[src/sv/cptsm_pkg.sv]
// ----------------------------------------------------------------------------
// cptsm_pkg
// Shared types and constants for the cross-page tag share marker.
// ----------------------------------------------------------------------------
package cptsm_pkg;

	localparam int TAG_COUNT   = 4096;
	localparam int PAGE_BITS   = 16;
	localparam int TAG_AW      = (TAG_COUNT > 1) ? $clog2(TAG_COUNT) : 1;
	localparam int EPOCH_BITS  = 8;

	localparam int PAGE_W      = 16;
	localparam int TAG_W       = 12;
	localparam int IN_TDATA_W  = 32;
	localparam int OUT_TDATA_W = 16;

	localparam logic [EPOCH_BITS-1:0] EPOCH_MAX = '1;

	// one table entry: set epoch, seen mark, shared flag, first page
	typedef struct packed {
		logic [EPOCH_BITS-1:0] epoch;
		logic                  seen;
		logic                  shrd;
		logic [PAGE_BITS-1:0]  page;
	} entry_t;

	typedef struct packed {
		logic in_ready;
		logic cap;
		logic clr_wr;
		logic rd_en;
		logic upd;
	} cmd_t;

	typedef struct packed {
		logic wrap_now;
		logic clr_last;
		logic out_busy;
	} stat_t;

endpackage

[src/sv/cptsm_ctrl.sv]
// ----------------------------------------------------------------------------
// cptsm_ctrl
// Sequencer: clearing pass, word capture, table read, update and result load.
// ----------------------------------------------------------------------------
module cptsm_ctrl import cptsm_pkg::*; (
	input  logic  clk,
	input  logic  arst_n,
	input  logic  s_tvalid,
	input  stat_t stat,
	output cmd_t  cmd
);

	typedef enum logic [1:0] {
		S_CLEAR,
		S_IDLE,
		S_READ,
		S_UPD
	} state_t;

	state_t state_q;
	logic   pend_q;   // a word waits for the clearing pass to finish

	always_comb begin
		cmd          = '0;
		cmd.in_ready = (state_q == S_IDLE);
		cmd.cap      = (state_q == S_IDLE) && s_tvalid;
		cmd.clr_wr   = (state_q == S_CLEAR);
		cmd.rd_en    = (state_q == S_READ);
		cmd.upd      = (state_q == S_UPD) && !stat.out_busy;
	end

	always_ff @(posedge clk or negedge arst_n) begin
		if (!arst_n) begin
			state_q <= S_CLEAR;
			pend_q  <= 1'b0;
		end else begin
			case (state_q)
				S_CLEAR: begin
					if (stat.clr_last) begin
						state_q <= pend_q ? S_READ : S_IDLE;
						pend_q  <= 1'b0;
					end
				end
				S_IDLE: begin
					if (s_tvalid) begin
						if (stat.wrap_now) begin
							// epoch counter wraps: wipe the table first
							state_q <= S_CLEAR;
							pend_q  <= 1'b1;
						end else begin
							state_q <= S_READ;
						end
					end
				end
				S_READ: begin
					state_q <= S_UPD;
				end
				S_UPD: begin
					if (!stat.out_busy) begin
						state_q <= S_IDLE;
					end
				end
				default: begin
					state_q <= S_CLEAR;
					pend_q  <= 1'b0;
				end
			endcase
		end
	end

	assert property (@(posedge clk) disable iff (!arst_n)
		(pend_q |-> state_q == S_CLEAR))
		else $error("pending word outside clearing pass");

	assert property (@(posedge clk) disable iff (!arst_n)
		(cmd.cap && stat.wrap_now) |=> (state_q == S_CLEAR && pend_q))
		else $error("epoch wrap did not start clearing pass");

	assert property (@(posedge clk) disable iff (!arst_n)
		cmd.rd_en |=> state_q == S_UPD)
		else $error("table read not followed by update");

endmodule

[config.mk]
export PLATFORM = sky130hd
export DESIGN_NAME = cptsm_ctrl
export DESIGN_NICKNAME = d
export VERILOG_FILES = /design/src/sv/cptsm_pkg.sv /design/src/sv/cptsm_ctrl.sv
export SDC_FILE = /design/constraint.sdc
export NUM_CORES = 1
export LEC_CHECK = 0
export BUFFER_PORTS_ARGS = -buffer_cell sky130_fd_sc_hd__buf_2
export CORE_AREA = 2 2 39 41
export DETAILED_ROUTE_END_ITERATION = 10
export DIE_AREA = 0 0 41 43
export PLACE_DENSITY_LB_ADDON = 0.12
export SLEW_MARGIN = 10
export SYNTH_ARGS = -nofsm -noshare
export SYNTH_HDL_FRONTEND = slang
export SYNTH_SLANG_ARGS = --single-unit
export TNS_END_PERCENT = 10
[constraint.sdc]
create_clock -name clk -period 3.1 [get_ports clk]
set_clock_uncertainty 0.05 [all_clocks]
set_input_delay 0 -clock clk [delete_from_list [all_inputs] [get_ports clk]]
set_output_delay 0 -clock clk [all_outputs]
set_load 0.05 [all_outputs]
Word-level counts from Yosys, hierarchy flattened
Index checks and enable logic that the tools add are counted.

Bits in latches: 0. Word-level logic and storage cells: 26. Output and inout port bits: 5. Memories: 0. Bits in writable memories: 0. Flip-flop bits (word level): 3. ROM bits: 0.

Add/sub/neg operators: 0. Magnitude comparators: 0. Div/mod/pow operators: 0. Reduce and logical (&&, ||, !) cells: 7. Shifts and indexed selects: 0. Multiplexer cells: 10. Bitwise logic cells: 0. Multipliers: 0. Equal/unequal tests: 7.

Operators with widths (number): $mux W2 (5); $ne A2 B2 Y1 const B (4); $pmux W2 S4 (1); $eq A2 B2 Y1 const B (2); $reduce_and A4 Y1 (1); $mux W1 (3); $reduce_and A3 Y1 (1); $eq A2 B1 Y1 const B (1); $logic_and A1 B1 Y1 (2); $logic_not A2 Y1 (1); $pmux W1 S2 (1); $reduce_bool A2 Y1 (1); $logic_not A1 Y1 (1).

Longest topological paths before layout
Depth after elaboration: 3. Depth in mapped cells: 2.

Worst setup path after synthesis
No wires, ideal clock.

Path kind: register to register. Start point: register state_q[0]. End point: register pend_q. Arrival: 1.347 ns. Slack: 1.531 ns. Stages on the path, launching flop included: 3. Library setup time: 0.172 ns. Data required time: 2.878 ns. Path buffers: 0. Cell sequence: dfrtp_1 nor2_1 a221oi_1.

RTL lines: start: declaration (line cptsm_ctrl.sv:20) `state_t state_q;`; start signal: assignment (line cptsm_ctrl.sv:40) `state_q <= pend_q ? S_READ : S_IDLE;`; end signal: assignment (line cptsm_ctrl.sv:35) `pend_q <= 1'b0;`; end signal: assignment (line cptsm_ctrl.sv:41) `pend_q <= 1'b0;`; end signal: assignment (line cptsm_ctrl.sv:49) `pend_q <= 1'b1;`; end: declaration (line cptsm_ctrl.sv:21) `logic pend_q;`.

==> key figures <==
CTS
  – CTS buffer count: 3
  – Htree depth: 1
  – Clock root buffer: clkbuf_4
  – Clk sinks: 3
  – Clk buf depth: 2
  – Clock transition at the registers of the reported paths: 0.04 ns
  – Worst-Skew Late Latency: between 0.2 and 0.25 ns
  – Post-CTS Setup Bufs: 0
  – CTS tree: done

Power and ir drop
  – Switching power: between 0.15 and 0.2 mW
  – Total power: 0.334 mW
  – Combinational Power Share: ~54%
  – Maximum vdd drop: about 0.00022 V
  – Int Power: 0.158 mW
  – Sequential Power Share: between 20% and 30%
  – PwrDens: about 1200 nW/um^2
  – Sw Ratio: roughly 53%
  – Clock Power Share: approximately a fifth
  – LEAKAGE: around 0.14 nW

Finish
  – Antenna Cells: 0
  – Share of layout cells above drive strength 1: a little under two fifths
  – Filler cell count: between 150 and 200
  – Final net count: between 40 and 50
  – Final instance area: 285 sq um
  – Synth-to-layout area growth: 68.9%

Min path
  – Min-Delay Endpoint: state_q[1]$_DFFE_PN0P_
  – Beginning of the worst hold path: stat[0]
  – Worst Hold Class: primary input to register
  – Worst hold path cell count: 3

Setup path
  – Reg-to-Reg Start: state_q[1]$_DFFE_PN0P_
  – Worst r2r path cells: 2
  – Largest stage delay, worst path: about 0.44 ns
  – WS Path Type: register to output port
  – Worst path arrival time: around 1.3 ns
  – Critical path buffers and inverters: 1
  – Crit path max fanout: 8
  – Worst Path Required: roughly 3 ns
  – RR Endpoint: state_q[1]$_DFFE_PN0P_
  – Worst setup EP type: output port
  – Worst path slowest cell: dfrtp_1
  – FF-to-FF setup slack: just under 2 ns
  – Critical Path, Cell by Cell: and2b_1 > and2_1 > buf_2
  – Crit-path leading delay family: flip-flops
  – Critical Path Source Type: register

STA
  – Final min period: 1.32 ns
  – Max frequency: roughly 760 MHz
  – Slew @ Worst Pin: ~0.25 ns
  – RSZ-0062 raised after global routing: false
  – Setup_tns: 0 ns
  – Endpoints failing setup: 0
  – Slew Viols, Final: 0
  – Tcrit/Tclk final: around 43%
  – Number of failing hold endpoints at the final stage: 0
  – Slew margin rel.: roughly 84%

Logic synthesis
  – Post-synthesis mux area share: 0%
  – Post-synth EDFFs: 0
  – Share of the synthesized area in the top cell type: 44.4%
  – Yosys warnings: 0
  – Syn_area_per_cell: a little under 9 sq um
  – Post-Synth Adder-Cell Area: 0%
  – #FFs+latches synth: 3
  – Largest cells by area after synthesis: dfrtp_1 44%, nand2_1 6.7%, nor2_1 6.7%
  – Xor/xnor share of the synthesized area: 0%
  – Fraction of registers with async set/reset: 100%
  – Top cells by count, synth: 3 x dfrtp_1, 3 x nand2_1, 3 x nor2_1
  – Post-synth cell types: 12
  – Post-synthesis cell area: 169 sq um
  – Cells after synthesis: 19
  – Top_reg_cell synth: dfrtp_1
  – Simple-gate share of the synthesized area: between 30% and 40%
  – Net Count, Synth: 25
  – Cell taking the most area after synthesis: dfrtp_1
  – Sequential element share of the synthesized area: 44.4%
  – Post-synthesis compound-gate area fraction: between 10% and 20%
  – Main combinational cell family by area after synthesis: simple AND/OR/NAND/NOR gates

Floorplan
  – Standard-cell rows: 14
  – Die Y: between 40 and 50 microns
  – Die ar.: between 1500 and 2000 sq um
  – Starting Density: approximately an eighth
  – Die W: between 40 and 50 microns
  – IO Pins: 11
  – Core area: between 1000 and 1500 sq um

Global route
  – Gr ovfl total: 0
  – Initial antenna violation count: 0
  – First-pass GRT wire length: 807 microns
  – Tot GR Track Use: between 7 and 8%
  – Largest net degree at the start of global routing: 9
  – Vias in the first global route: around 200

Drt
  – Via count: between 200 and 250
  – Final WL: 510 microns
  – DR pass1 iterations: 2
  – Via density: between 4 and 5
  – Drt initial violations: 1
  – Routed Antenna Nets: 0
  – DRC errors left: 0
  – WL/cell: 10.0 microns

Flow run
  – Total of max-cap violations: 0

Run status
  – Status: completed

Place
  – GP Congestion: approximately 0.7
  – Placed cell areas: roughly 240 sq um
  – Port Buffers: 10
[flip-flops by register name, indices dropped and copies added (netlist names)]
signal,cells
pend_q,1
state_q,2
[routing by layer]
metal,vias up,routed length [microns],GRT usage [%]
met1,93,206,6.77
met5,-,0,0
met4,0,8,10.0
li1,101,-,-
met3,2,32,4.71
met2,9,262,10.6
[layout make-up]
class                      instances  area [sq um]  area share (%)
timing repair buffer              12          70.1            24.6
tap                               16          20.0            7.02
inverter                           2          7.51            2.63
clock buffer                       4          26.3            9.21
sequential                         3          75.1            26.3
multi-input combinational         14          86.3            30.3
[through the flow]
| stage | worst slack [ns] | instances | utilization (%) | hold slack, ns |
|---|---|---|---|---|
| finish | 1.78 | 51 | 20.6 | 0.0125 |
| global route | 1.69 | 51 | 20.6 | 0.0149 |
| CTS | 1.77 | 51 | 20.6 | 0.00459 |
| detailed placement | 1.96 | 45 | 17.3 | -0.250 |
| global placement | 1.98 | 45 | 17.3 | -0.248 |
| floorplan | 1.53 | 19 | - | -0.346 |
[power by group through the flow]
stage	combinational (mW)	sequential [mW]	clock, mW
finish	0.179	0.0857	0.0686
global route	0.193	0.0890	0.0778
CTS	0.182	0.0841	0.0723
detailed placement	0.178	0.0843	0
global placement	0.181	0.0832	0
floorplan	0.143	0.0762	0
[cell families after synthesis]
family          after synthesis
flops                         3
compound gates                3
simple gates                 11
buf+inv                       2
[tightest hold or removal path, cell delays in order]
cell and delay [ns]:
buf_2 0.10, nand2_1 0.06, a32oi_1 0.09
[worst max-delay path by stage]
stage                                 startpoint  depth (start not counted)                     end  slack [ns]
after floorplan           state_q[0]$_DFFE_PN0P_                          2      pend_q$_DFFE_PN0P_        1.53
after detailed placement  state_q[1]$_DFFE_PN0P_                          2  state_q[1]$_DFFE_PN0P_        1.96
after global placement    state_q[1]$_DFFE_PN0P_                          2  state_q[1]$_DFFE_PN0P_        1.98
final                     state_q[1]$_DFFE_PN0P_                          3                  cmd[3]        1.78
after global routing      state_q[1]$_DFFE_PN0P_                          3                  cmd[3]        1.69
after CTS                 state_q[1]$_DFFE_PN0P_                          3                  cmd[3]        1.77
[cell usage in the layout (no fill, tap or decap), drive strengths merged]
| cell | n |
|---|---|
| dfrtp | 3 |
| nor2b | 1 |
| dlygate4sd3 | 2 |
| a221oi | 1 |
| inv | 2 |
| and2 | 1 |
| or3b | 1 |
| a221o | 1 |
| a32oi | 1 |
| buf | 10 |
| nand3b | 1 |
| clkbuf | 4 |
| nor2 | 3 |
| nand2 | 3 |
| and2b | 1 |
[timing repair]
| action | CTS | global route |
|---|---|---|
| endpoints found under the setup margin | 0 | 0 |
| hold buffers | 2 | 0 |
| gates resized for setup | 0 | 0 |
| hold endpoints to repair | 6 | 0 |
Power figures use the tool's default switching activity.
